==> src/hdl/e2q_pkg.sv <==
// e2q_pkg: types, constants and the arctangent table of the Euler to
// quaternion block. No dependencies.
package e2q_pkg;

    localparam int ANGLE_BITS    = 16;
    localparam int OUT_FRAC_BITS = 15;
    localparam int OUT_W         = OUT_FRAC_BITS + 1;
    localparam int CW            = 32;
    localparam int ZW            = 34;
    localparam int PW            = 2 * CW;
    localparam int SW            = PW + 1;

    localparam logic signed [CW-1:0] CORDIC_GAIN = 32'sh26DD3B6A;

    typedef struct packed {
        logic signed [15:0] yaw_angle;
        logic signed [15:0] pitch_angle;
        logic signed [15:0] roll_angle;
    } angles_t;

    typedef struct packed {
        logic signed [OUT_W-1:0] quat_w;
        logic signed [OUT_W-1:0] quat_x;
        logic signed [OUT_W-1:0] quat_y;
        logic signed [OUT_W-1:0] quat_z;
    } quat_t;

    // half angles: 0 yaw, 1 pitch, 2 roll; 2^31 = 180 degrees
    typedef struct packed {
        logic            zero;
        logic [2:0][31:0] half;
    } front_item_t;

    typedef struct packed {
        logic [1:0] count;
        logic       push;
        logic       pop;
    } queue_stat_t;

    function automatic logic [31:0] atan_q31(input int i);
        logic [31:0] r;
        case (i)
            0: r = 32'h20000000;   1: r = 32'h12E4051E;   2: r = 32'h09FB385B;
            3: r = 32'h051111D4;   4: r = 32'h028B0D43;   5: r = 32'h0145D7E1;
            6: r = 32'h00A2F61E;   7: r = 32'h00517C55;   8: r = 32'h0028BE53;
            9: r = 32'h00145F2F;  10: r = 32'h000A2F98;  11: r = 32'h000517CC;
            12: r = 32'h00028BE6; 13: r = 32'h000145F3;  14: r = 32'h0000A2FA;
            15: r = 32'h0000517D; 16: r = 32'h000028BE;  17: r = 32'h0000145F;
            18: r = 32'h00000A30; 19: r = 32'h00000518;  20: r = 32'h0000028C;
            21: r = 32'h00000146; 22: r = 32'h000000A3;  23: r = 32'h00000051;
            24: r = 32'h00000029; 25: r = 32'h00000014;  26: r = 32'h0000000A;
            27: r = 32'h00000005; 28: r = 32'h00000003;  29: r = 32'h00000001;
            30: r = 32'h00000001;
            default: r = 32'h00000000;
        endcase
        return r;
    endfunction

endpackage

==> src/hdl/e2q_queue.sv <==
// e2q_queue: two-entry queue between front and back.
// Depends on e2q_pkg.
module e2q_queue import e2q_pkg::*; (
    input  logic        aclk,
    input  logic        aresetn,
    input  logic        in_valid,
    output logic        in_ready,
    input  front_item_t in_item,
    output logic        out_valid,
    input  logic        out_ready,
    output front_item_t out_item,
    output queue_stat_t stat
);

    front_item_t mem_reg [2];
    logic        wr_reg, wr_next, rd_reg, rd_next;
    logic [1:0]  count_reg, count_next;
    logic        push, pop;

    assign in_ready  = count_reg != 2'd2;
    assign out_valid = count_reg != 2'd0;
    assign out_item  = mem_reg[rd_reg];
    assign push      = in_valid && in_ready;
    assign pop       = out_valid && out_ready;
    assign stat      = '{count: count_reg, push: push, pop: pop};

    always_comb begin
        wr_next    = wr_reg ^ push;
        rd_next    = rd_reg ^ pop;
        count_next = count_reg + 2'(push) - 2'(pop);
    end

    always_ff @(posedge aclk) begin
        if (!aresetn) begin
            wr_reg    <= 1'b0;
            rd_reg    <= 1'b0;
            count_reg <= 2'd0;
        end else begin
            wr_reg    <= wr_next;
            rd_reg    <= rd_next;
            count_reg <= count_next;
        end
        if (push) begin
            mem_reg[wr_reg] <= in_item;
        end
    end

endmodule

==> config.mk <==
export PLATFORM = sky130hd
export DESIGN_NAME = e2q_queue
export DESIGN_NICKNAME = d
export VERILOG_FILES = /design/src/hdl/e2q_pkg.sv /design/src/hdl/e2q_queue.sv
export SDC_FILE = /design/constraint.sdc
export NUM_CORES = 1
export LEC_CHECK = 0
export ABC_AREA = 1
export BUFFER_PORTS_ARGS = -buffer_cell sky130_fd_sc_hd__buf_2
export CAP_MARGIN = 0
export CORE_MARGIN = 5
export CORE_UTILIZATION = 45
export DETAILED_ROUTE_END_ITERATION = 16
export HOLD_SLACK_MARGIN = 0.02
export PLACE_DENSITY_LB_ADDON = 0.1
export SLEW_MARGIN = 20
export SYNTH_ARGS = -nofsm -noshare
export SYNTH_HDL_FRONTEND = slang
export SYNTH_SLANG_ARGS = --single-unit
==> constraint.sdc <==
create_clock -name aclk -period 3.9 [get_ports aclk]
set_input_delay 0.39 -clock aclk [delete_from_list [all_inputs] [get_ports aclk]]
set_output_delay 0.39 -clock aclk [all_outputs]
set_load 0.005 [all_outputs]
==> impl_summary.log <==
INFO  metric post_synth_main_area_contributors = sky130_fd_sc_hd__edfxtp_1 79%, sky130_fd_sc_hd__mux2_2 10%, sky130_fd_sc_hd__mux2_4 6.1%
INFO  metric postCtsHoldBufs = 0
INFO  metric report.final.setup_viol = 0
INFO  metric overflow = 0
INFO  metric rows = 46
INFO  metric vias_in_the_first_global_route = 4014
INFO  metric seqCellArea = 5930 um^2
INFO  metric vias = 3750
INFO  metric num-fill-cells = 1308
INFO  metric max_slew.worst_pin.slew = 0.794 ns
INFO  metric final_nets = 660
INFO  metric post_synth_top_area_cell = sky130_fd_sc_hd__edfxtp_1
INFO  metric register_area_share_after_synthesis = 80.2%
INFO  metric synthesis.area = 7390 um^2
INFO  metric floorplan.io_pins = 204
INFO  metric cp-start-kind = flip-flop
INFO  metric timing.setup.critical_path_class = reg2out
INFO  metric power.total = 5.86 mW
INFO  metric drc_violation_total_after_the_first_tritonroute_iteration = 191
INFO  metric power.share.sequential = 49.9%
INFO  metric layout.cells.most_common_list = 203 x sky130_fd_sc_hd__buf_2, 194 x sky130_fd_sc_hd__edfxtp_1, 67 x sky130_fd_sc_hd__mux2_2
INFO  metric placed_cells = 752
INFO  metric crit_path_cell_trace = buf_12 -> mux2_2 -> buf_2
INFO  metric yosysWarnings = 0
INFO  metric multi_input_area = 1350 um^2
INFO  metric fp.coreArea = 16000 um^2
INFO  metric synth.avg_cell_area = 21.7 um^2
INFO  metric wirelength = 14100 um
INFO  metric cap_violations = 0
INFO  metric achievable-frequency = 0.387 GHz
INFO  metric route.detailed.drc = 0
INFO  metric clock_tree.buffer_depth = 2
INFO  metric final_hold_viol_count = 0
INFO  metric cts_made_buffers = 17
INFO  metric port_buffers = 203
INFO  metric most_common_library_cell_in_the_layout_ignoring_fill_and_taps = sky130_fd_sc_hd__buf_2
INFO  metric vias_per_cell = 4.76
INFO  metric grt_start_max_net_pins = 56
INFO  metric mappedNetlistNets = 446
INFO  metric critical-path-top-delay-family = flip-flops
INFO  metric clkSinkCount = 199
INFO  metric cellPowerDensity = 637 nW/um^2
INFO  metric yosysTopAreaCellShare = 78.8%
INFO  metric internal_power = 4.36 mW
INFO  metric detailedRoute.firstPassIterationCount = 4
INFO  metric cellLeakagePower = 3.52 nW
INFO  metric status = completed
INFO  metric final_max_slew_viol_count = 0
INFO  metric grt_first_pass_wirelength = 21400 um
INFO  metric hpwl_detailed = 9810 um
INFO  metric whs = 0.155 ns
INFO  metric fin_skew = 0.00778 ns
INFO  metric critical_path.endpoint_type = output port
INFO  metric pwr-share-clk = 27.0%
INFO  metric start_util = 46.2%
INFO  metric cts-htree-levels = 4
INFO  metric timing.slew.headroom = 47.0%
INFO  metric min-delay-path-class = in2reg
INFO  metric clkLatencyLatePin = 0.42 ns
INFO  metric cp_required = 3.51 ns
INFO  metric power_switching = 1.50 mW
INFO  metric final_cell_count_no_fill = 787
INFO  metric grt.total_usage = 14.5%
INFO  metric critPathBufInv = 2
INFO  metric clk_root_buffer_cell = sky130_fd_sc_hd__clkbuf_16
INFO  metric synth_cells = 341
INFO  metric power_frac_comb = 23.2%
INFO  metric route.detailed.wl_per_inst = 17.9 um
INFO  metric die_y = 138 um
INFO  metric ys_ff_latch = 199
INFO  metric die_width = 138 um
INFO  metric cts_tree = yes
INFO  metric largest_register_ffs = 194
INFO  metric worst_path_maximum_fanout = 52
INFO  metric synth_cell_type_count = 13
INFO  metric utilization = 57.5%
INFO  metric antenna_found_initial = 2
INFO  metric postCtsResizedCells = 0
INFO  metric final_critical_path_time_including_i_o_delays_and_setup = 2.59 ns
INFO  metric post_synthesis_to_final_layout_area_growth = 24.5%
INFO  metric ant_nets = 0
INFO  metric critical-path-slowest-cell = sky130_fd_sc_hd__dfxtp_4
INFO  metric timing.setup.tns = 0 ns
INFO  metric drive_above_1_share = 59.3%
INFO  metric cp_slowest_stage_delay = 0.80 ns
INFO  metric finalWeightedCongestion = 0.728
INFO  metric cts_setup_buffers = 0
INFO  metric post-route-period-util = 66.3%
INFO  metric switching_share = 25.6%
INFO  metric max-vdd-ir-drop = 0.414 mV
INFO  metric crit_arrival = 2.20 ns
INFO  metric rsz0062_at_grt = false
INFO  metric fp.dieArea = 19100 um^2
INFO  metric clock_input_transition_at_the_sequential_cells_of_the_worst_setup_and_hold_paths = 0.07 ns
-- worst paths after layout --
path	startpoint	endpoint	slack, ns	cells past startpoint
max reg2reg	count_reg[0]	mem_reg[0][70]	1.68	6
max	flip-flop	out_item[16]	1.31	3
min	in_item[65]	mem_reg[1][65]	0.16	1
min reg2reg	rd_reg	flip-flop	0.53	2
-- kinds of logic after synthesis --
family	Yosys count	share of synthesized area, %
flops	199	80.2
mux	97	16.3
buf+inv	23	1.88
simple gates	17	0.897
fa+ha+maj	4	0.677
compound gates	1	0.0677
-- worst register-to-register path, stage by stage (launching register included) --
cell	delay, ns
sky130_fd_sc_hd__dfxtp_1	0.37
sky130_fd_sc_hd__inv_1	0.07
sky130_fd_sc_hd__nand2_1	0.07
sky130_fd_sc_hd__nand2_1	0.07
sky130_fd_sc_hd__inv_1	0.15
sky130_fd_sc_hd__ha_4	0.68
sky130_fd_sc_hd__buf_4	0.47
-- through the flow --
step	area, um^2	setup slack [ns]
after floorplan	7390	0.466
final	9200	1.31
after global routing	9200	1.21
after detailed placement	8650	1.62
after CTS	9190	1.27
after global placement	8650	1.69
-- per-layer routing --
metal | routed length, um | global-route usage, %
met1 | 5820 | 17.5
met2 | 7000 | 23.4
met3 | 996 | 5.38
met4 | 252 | 6.34
met5 | 0 | 0
-- layout make-up --
type | count | share of cell area (%)
diodes | 3 | 0.0816
clock buffers | 18 | 4.66
clock inverters | 14 | 1.18
inverters | 10 | 0.408
multi-input cells | 119 | 14.7
flip-flops and latches | 199 | 64.4
well taps | 216 | 2.94
repair buffers | 208 | 11.6
-- power by group through the flow --
| stage | clock network, mW | logic, mW | registers [mW] |
|---|---|---|---|
| floorplan | 0 | 0.869 | 2.91 |
| global placement | 0 | 1.38 | 2.96 |
| detailed placement | 0 | 1.39 | 2.97 |
| CTS | 1.62 | 1.40 | 2.93 |
| global route | 1.71 | 1.48 | 2.95 |
| finish | 1.58 | 1.36 | 2.92 |
-- Yosys cell counts --
cell,number
sky130_fd_sc_hd__edfxtp_1,194
sky130_fd_sc_hd__mux2_2,67
sky130_fd_sc_hd__mux2_4,30
sky130_fd_sc_hd__inv_1,10
sky130_fd_sc_hd__nand2_1,8
sky130_fd_sc_hd__nor2_1,7
sky130_fd_sc_hd__buf_2,6
sky130_fd_sc_hd__buf_6,5
sky130_fd_sc_hd__dfxtp_1,5
sky130_fd_sc_hd__ha_1,4
sky130_fd_sc_hd__buf_4,2
sky130_fd_sc_hd__nand3_1,2
sky130_fd_sc_hd__a21oi_1,1
No activity file was read; power rests on OpenSTA's default activity.
