**config.mk**
```make
export PLATFORM = sky130hd
export DESIGN_NAME = e2q_front
export DESIGN_NICKNAME = d
export VERILOG_FILES = /design/src/hdl/e2q_pkg.sv /design/src/hdl/e2q_front.sv
export SDC_FILE = /design/constraint.sdc
export NUM_CORES = 1
export LEC_CHECK = 0
export BUFFER_PORTS_ARGS = -buffer_cell sky130_fd_sc_hd__buf_4
export CAP_MARGIN = 5
export CORE_ASPECT_RATIO = 0.7
export CORE_MARGIN = 5
export CORE_UTILIZATION = 39
export DETAILED_ROUTE_END_ITERATION = 8
export GPL_ROUTABILITY_DRIVEN = 0
export GPL_TIMING_DRIVEN = 0
export PLACE_DENSITY = 0.77
export SKIP_LAST_GASP = 1
export SYNTH_ARGS = -nofsm -noshare
export SYNTH_HDL_FRONTEND = slang
export SYNTH_SLANG_ARGS = --single-unit
```
**constraint.sdc**
```tcl
create_clock -name aclk -period 2.25 [get_ports aclk]
set_input_delay 0.45 -clock aclk [delete_from_list [all_inputs] [get_ports aclk]]
set_output_delay 0.45 -clock aclk [all_outputs]
set_load 0.05 [all_outputs]
```
**src/hdl/e2q_pkg.sv**
```systemverilog
// e2q_pkg: types, constants and the arctangent table of the Euler to
// quaternion block. No dependencies.
package e2q_pkg;

    localparam int ANGLE_BITS    = 16;
    localparam int OUT_FRAC_BITS = 15;
    localparam int OUT_W         = OUT_FRAC_BITS + 1;
    localparam int CW            = 32;
    localparam int ZW            = 34;
    localparam int PW            = 2 * CW;
    localparam int SW            = PW + 1;

    localparam logic signed [CW-1:0] CORDIC_GAIN = 32'sh26DD3B6A;

    typedef struct packed {
        logic signed [15:0] yaw_angle;
        logic signed [15:0] pitch_angle;
        logic signed [15:0] roll_angle;
    } angles_t;

    typedef struct packed {
        logic signed [OUT_W-1:0] quat_w;
        logic signed [OUT_W-1:0] quat_x;
        logic signed [OUT_W-1:0] quat_y;
        logic signed [OUT_W-1:0] quat_z;
    } quat_t;

    // half angles: 0 yaw, 1 pitch, 2 roll; 2^31 = 180 degrees
    typedef struct packed {
        logic            zero;
        logic [2:0][31:0] half;
    } front_item_t;

    typedef struct packed {
        logic [1:0] count;
        logic       push;
        logic       pop;
    } queue_stat_t;

    function automatic logic [31:0] atan_q31(input int i);
        logic [31:0] r;
        case (i)
            0: r = 32'h20000000;   1: r = 32'h12E4051E;   2: r = 32'h09FB385B;
            3: r = 32'h051111D4;   4: r = 32'h028B0D43;   5: r = 32'h0145D7E1;
            6: r = 32'h00A2F61E;   7: r = 32'h00517C55;   8: r = 32'h0028BE53;
            9: r = 32'h00145F2F;  10: r = 32'h000A2F98;  11: r = 32'h000517CC;
            12: r = 32'h00028BE6; 13: r = 32'h000145F3;  14: r = 32'h0000A2FA;
            15: r = 32'h0000517D; 16: r = 32'h000028BE;  17: r = 32'h0000145F;
            18: r = 32'h00000A30; 19: r = 32'h00000518;  20: r = 32'h0000028C;
            21: r = 32'h00000146; 22: r = 32'h000000A3;  23: r = 32'h00000051;
            24: r = 32'h00000029; 25: r = 32'h00000014;  26: r = 32'h0000000A;
            27: r = 32'h00000005; 28: r = 32'h00000003;  29: r = 32'h00000001;
            30: r = 32'h00000001;
            default: r = 32'h00000000;
        endcase
        return r;
    endfunction

endpackage

```
**src/hdl/e2q_front.sv**
```systemverilog
// e2q_front: accepts angle requests, halves the angles and flags the
// all-zero case. Depends on e2q_pkg.
module e2q_front import e2q_pkg::*; (
    input  logic        aclk,
    input  logic        aresetn,
    input  logic        s_valid,
    output logic        s_ready,
    input  angles_t     s_data,
    output logic        f_valid,
    input  logic        f_ready,
    output front_item_t f_item
);

    logic        valid_reg, valid_next;
    front_item_t item_reg;
    front_item_t item_next;
    logic [2:0][15:0] raw;

    function automatic logic [31:0] halve(input logic [15:0] a);
        logic [31:0] phase;
        phase = 32'(a[ANGLE_BITS-1:0]) << (32 - ANGLE_BITS);
        return 32'($signed(phase) >>> 1);
    endfunction

    assign raw[0] = s_data.yaw_angle;
    assign raw[1] = s_data.pitch_angle;
    assign raw[2] = s_data.roll_angle;

    assign s_ready = !valid_reg || f_ready;
    assign f_valid = valid_reg;
    assign f_item  = item_reg;

    always_comb begin
        valid_next = valid_reg;
        item_next  = item_reg;
        if (s_ready) begin
            valid_next = s_valid;
            item_next.zero = (raw[0][ANGLE_BITS-1:0] == '0) &&
                             (raw[1][ANGLE_BITS-1:0] == '0) &&
                             (raw[2][ANGLE_BITS-1:0] == '0);
            for (int k = 0; k < 3; k++) begin
                item_next.half[k] = halve(raw[k]);
            end
        end
    end

    always_ff @(posedge aclk) begin
        if (!aresetn) begin
            valid_reg <= 1'b0;
        end else begin
            valid_reg <= valid_next;
        end
        item_reg <= item_next;
    end

endmodule

```
==> impl_metrics.csv, run 1 <==
group,metric,value,unit
outcome,outcome,"complete, no violations",
sta,finalCritPeriodShare,0.856,
sta,fin_skew,6.79,ps
yosys,avgSynthCellArea,16.8,um^2
placed_design,dp_cells,336,
global_route,antenna_found_initial,0,
sta,setup_viol,0,
worst_setup_path,critPathKind,"flip-flop to output pin",
yosys,synth_edf_count,49,
worst_setup_path,worstSetupEndpointType,"output pin",
yosys,yosysWarnings,0,
floorplan,fp.dieArea,6630,um^2
yosys,ys.flop_type,"edfxtp_1",
final_layout,stdcell_area,3110,um^2
yosys,synth_seq_cells,50,
floorplan,start_util,0.408,
sta,slew_viol_final,0,
worst_setup_path,path_cells,"nand2b_4, buf_4",
final_layout,drive_above_1_share,0.595,
yosys,postSynth.asyncResetShare,0,
worst_setup_path,rr_worst_depth,1,
worst_setup_path,cp.required,1800,ps
sta,min_period,1930,ps
clock_tree,htreeDepth,2,
clock_tree,numCtsBuffers,5,
routing,drt_iter0_drc,40,
yosys,synth.top_cell.area_share,0.742,
job,maxCapViolCount,0,
worst_setup_path,crit_path_start,"f_valid",
worst_setup_path,rr_startpoint,"f_valid",
sta,setup_slack,324,ps
final_layout,multiInputGateArea,300,um^2
clock_tree,cts_sinks,50,
global_route,grt_start_max_net_pins,52,
global_route,grt_pass1_wl,6770,um
routing,vias_per_cell,3.88,
yosys,yosysUniqueCellTypes,11,
final_layout,regArea,1490,um^2
power_and_ir_drop,p_leak,1.49,nW
worst_setup_path,max_stage_delay,500,ps
worst_setup_path,crit_family,"simple AND/OR/NAND/NOR gates",
global_route,track_usage,0.136,
routing,num_vias,1330,
global_route,grt_pass1_vias,1362,
sta,tightest_slew,678,ps
sta,fmax,519,MHz
routing,drc,0,
power_and_ir_drop,powerDensity,732,nW/um^2
floorplan,num_io_pins,151,
worst_setup_path,crit_slowest_cell,"nand2b_4",
clock_tree,clk_pin_slew,90,ps
floorplan,die_y,69.7,um
yosys,yosys.area.top_type,"edfxtp_1",
floorplan,core-area,4860,um^2
global_route,globalRoute.totalOverflow,0,
final_layout,fillers,379,
hold_path,holdCritStartpoint,"s_data[13]",
sta,grt_setup_unrepaired,"no",
worst_setup_path,crit_cells,2,
final_layout,syn2layout_area_growth,57.0,%
worst_setup_path,arrival,1480,ps
routing,ant_nets,0,
clock_tree,cts_setup_buffers,0,
clock_tree,cts_max_path_buffers,2,
power_and_ir_drop,ir_drop,0.367,mV
placed_design,port_buffers,105,
power_and_ir_drop,total_power,2.28,mW
placed_design,pre_cts_ws,-50.0,ps
worst_setup_path,crit_buf_inv,1,
floorplan,rows,21,
yosys,yosys-top-cells-area,"edfxtp_1, buf_4, nor4_1",
worst_setup_path,cp_max_fo,51,
sta,holdWs,339,ps
sta,setup_tns,0,ps
sta,max_slew_margin,0.548,
final_layout,final_cells,343,
clock_tree,root_buffer,"clkbuf_8",
routing,wl_per_cell,13.9,um
yosys,syn-cell-area,1980,um^2
hold_path,hold_class,"input pin to flip-flop",
sta,finalHoldViolCount,0,
yosys,synth_top_cells_by_count,"edfxtp_1, buf_4, nor4_1",
clock_tree,clk_latency,290,ps
routing,wl,4770,um
yosys,postSynthCellCount,118,
worst_setup_path,startpoint_type,"flip-flop",
placed_design,dpl_cell_area,3030,um^2
yosys,synth_most_common_cell,"edfxtp_1",
hold_path,whs_path_depth,1,
final_layout,final_util,0.640,
yosys,ys_seq_area_frac,0.752,
final_layout,antenna_cells,0,
clock_tree,cts_tree,"yes",
floorplan,die_w,95.2,um
final_layout,fin_nets,326,
routing,firstDrtPassIters,4,
==> area by class of cell <==
cell class	count	share of cell area
Sequential cell	50	0.479
Timing Repair Buffer	105	0.253
Buffer	48	0.116
Multi-Input combinational cell	63	0.0965
Tap cell	69	0.0277
Clock buffer	5	0.0221
Clock inverter	2	0.00442
Inverter	1	0.00121
==> cells by family after synthesis <==
kind of cell | after synthesis | share of synthesized area
compound gates | 1 | 0.00379
buf+inv | 49 | 0.184
flops | 50 | 0.752
other cells | 1 | 0.00189
simple gates | 17 | 0.0587
==> sequential cells by signal, indices dropped and copies added (netlist names) <==
register / flops
f_valid: 1
f_item: 49
==> worst paths after layout <==
path / end / slack, ps
hold reg to reg: f_item[94] / 1060
setup / recovery: s_ready / 320
setup reg to reg: f_item[29] / 1030
hold / removal: f_item[92] / 340
==> cell usage in the layout (no fill, tap or decap) <==
cell type and n:
nor3_2 1, inv_6 1, buf_4 153, clkinv_2 1, nor4_2 1, nor4_1 11, conb_1 45, nand4_1 3
a21boi_0 1, inv_1 1, nand2b_4 1, edfxtp_1 49, dfxtp_1 1, clkbuf_8 5
==> power by group <==
part	switching, mW	total [mW]	internal, mW	leakage (nW)
registers	0.0183	1.11	1.09	0.517
clock network	0.277	0.492	0.215	0.0444
logic	0.478	0.677	0.199	0.932
==> layer usage <==
layer	track usage	part of all wire	routed length, um
met5	0	0	0
met2	0.237	0.50	2380
met4	0.0336	0.0052	25
met3	0.0662	0.14	685
met1	0.145	0.35	1680
==> repair_timing <==
| action | in CTS | in global routing |
|---|---|---|
| endpoints found under the hold margin | 0 | 0 |
| gates resized for setup | 1 | 0 |
| hold buffers | 0 | 0 |
| setup endpoints to repair | 1 | 0 |
Power figures use the tool's default switching activity.
==> run 2, diff against run 1 <==
- CORE_ASPECT_RATIO: 0.7 -> 0.8
- PLACE_DENSITY: 0.77 -> default
- PLACE_DENSITY_LB_ADDON: default -> 0.25
==> impl_metrics.csv, run 2 (same netlist as run 1, synthesis figures left out) <==
group,metric,value,unit
final_layout,final_cell_mix,"buf_4, edfxtp_1, conb_1",
worst_setup_path,endpoint,"s_ready",
floorplan,start_util,0.398,
sta,min_period,1910,ps
clock_tree,numCtsBuffers,5,
worst_setup_path,max_stage_delay,490,ps
global_route,grt_pass1_vias,1389,
sta,fmax,522,MHz
global_route,antenna_found_initial,0,
worst_setup_path,cp.required,1800,ps
sta,max_slew_margin,0.563,
global_route,grt_pass1_wl,6820,um
power_and_ir_drop,total_power,2.38,mW
global_route,track_usage,0.132,
clock_tree,cts_sinks,50,
worst_setup_path,crit_buf_inv,1,
worst_setup_path,rr_worst_depth,1,
job,maxCapViolCount,0,
worst_setup_path,rr_startpoint,"f_valid",
clock_tree,cts_max_path_buffers,2,
placed_design,hpwlAfterDp,3670,um
worst_setup_path,worstSetupEndpointType,"output pin",
power_and_ir_drop,powerDensity,762,nW/um^2
clock_tree,ctsHoldBuffers,0,
routing,ant_nets,0,
final_layout,fin_nets,326,
worst_setup_path,arrival,1460,ps
worst_setup_path,startpoint_type,"flip-flop",
final_layout,regArea,1490,um^2
sta,fin_skew,9.92,ps
outcome,outcome,"complete, no violations",
final_layout,syn2layout_area_growth,57.5,%
routing,vias_per_cell,4.02,
sta,setup_viol,0,
clock_tree,cts_setup_buffers,0,
clock_tree,htreeDepth,2,
worst_setup_path,crit_slowest_cell,"nand2b_4",
routing,drt_iter0_drc,69,
worst_setup_path,r2r_slack,1040,ps
placed_design,port_buffers,105,
worst_setup_path,r2r-end,"f_item[92]",
clock_tree,cts_tree,"yes",
routing,drc,0,
floorplan,core-area,4980,um^2
routing,firstDrtPassIters,4,
worst_setup_path,crit_family,"simple AND/OR/NAND/NOR gates",
power_and_ir_drop,ir_drop,0.320,mV
routing,num_vias,1351,
power_and_ir_drop,p_leak,1.50,nW
worst_setup_path,path_cells,"nand2b_4, buf_4",
floorplan,rows,23,
hold_path,hold_class,"input pin to flip-flop",
worst_setup_path,crit_cells,2,
global_route,globalRoute.totalOverflow,0,
final_layout,final_common_cell,"buf_4",
floorplan,die_y,73.8,um
floorplan,num_io_pins,151,
final_layout,drive_above_1_share,0.591,
final_layout,largest_register_ffs,49,
floorplan,die_w,89.7,um
global_route,grt_start_max_net_pins,52,
final_layout,fillers,405,
worst_setup_path,crit_path_start,"f_valid",
clock_tree,root_buffer,"clkbuf_8",
placed_design,pre_cts_ws,-39.9,ps
clock_tree,clk_pin_slew,90,ps
final_layout,multiInputGateArea,300,um^2
sta,setup_slack,335,ps
floorplan,fp.dieArea,6620,um^2
routing,wl_per_cell,13.4,um
final_layout,final_util,0.628,
hold_path,whs_path_depth,1,
sta,finalCritPeriodShare,0.851,
clock_tree,clk_latency,300,ps
sta,finalHoldViolCount,0,
routing,wl,4490,um
sta,grt_setup_unrepaired,"no",
sta,tightest_slew,656,ps
worst_setup_path,cp_max_fo,51,
worst_setup_path,critPathKind,"flip-flop to output pin",
final_layout,antenna_cells,0,
sta,slew_viol_final,0,
[run 2: what timing repair did]
action,CTS,global route
hold endpoints to repair,0,0
setup endpoints to repair,1,0
gates resized for setup,1,0
[run 2: layout make-up]
cell class                 instances  area share
clock inverter                     2      0.0108
clock buffer                       5      0.0220
inverter                           1     0.00120
sequential                        50       0.477
multi-input combinational         63      0.0961
buffer                            48       0.115
timing repair buffer             105       0.252
tap                               62      0.0248
[run 2: per-layer routing]
layer | part of all wire | global-route usage | up-vias
met1 | 0.38 | 0.154 | 590
met3 | 0.13 | 0.0716 | 6
met4 | 0.011 | 0.0403 | 0
met2 | 0.48 | 0.211 | 100
met5 | 0 | 0 | -
li1 | - | - | 655
[run 2: how the worst min path moves through the flow]
stage,start,endpoint,slack [ps]
final,s_data[43],f_item[26],330
after detailed placement,s_data[35],f_item[18],640
after floorplan,s_data[32],f_item[15],550
after global routing,s_data[10],f_item[89],320
after global placement,s_data[8],f_item[87],640
after CTS,s_data[35],f_item[18],330
[run 2: where the power goes]
| group | leakage [nW] | switching (mW) | internal, mW |
|---|---|---|---|
| registers | 0.517 | 0.0174 | 1.09 |
| logic | 0.932 | 0.476 | 0.199 |
| clock network | 0.0517 | 0.276 | 0.322 |
| total | 1.50 | 0.769 | 1.61 |
[run 2: per-stage QoR]
| stage | std cells | hold WS [ps] | instance area (um^2) | TNS (ps) |
|---|---|---|---|---|
| global placement | 329 | 638 | 3020 | -21.6 |
| finish | 336 | 334 | 3120 | 0 |
| CTS | 336 | 327 | 3120 | 0 |
| floorplan | 162 | 549 | 2150 | 0 |
| global route | 336 | 316 | 3120 | 0 |
| detailed placement | 329 | 639 | 3020 | -39.9 |
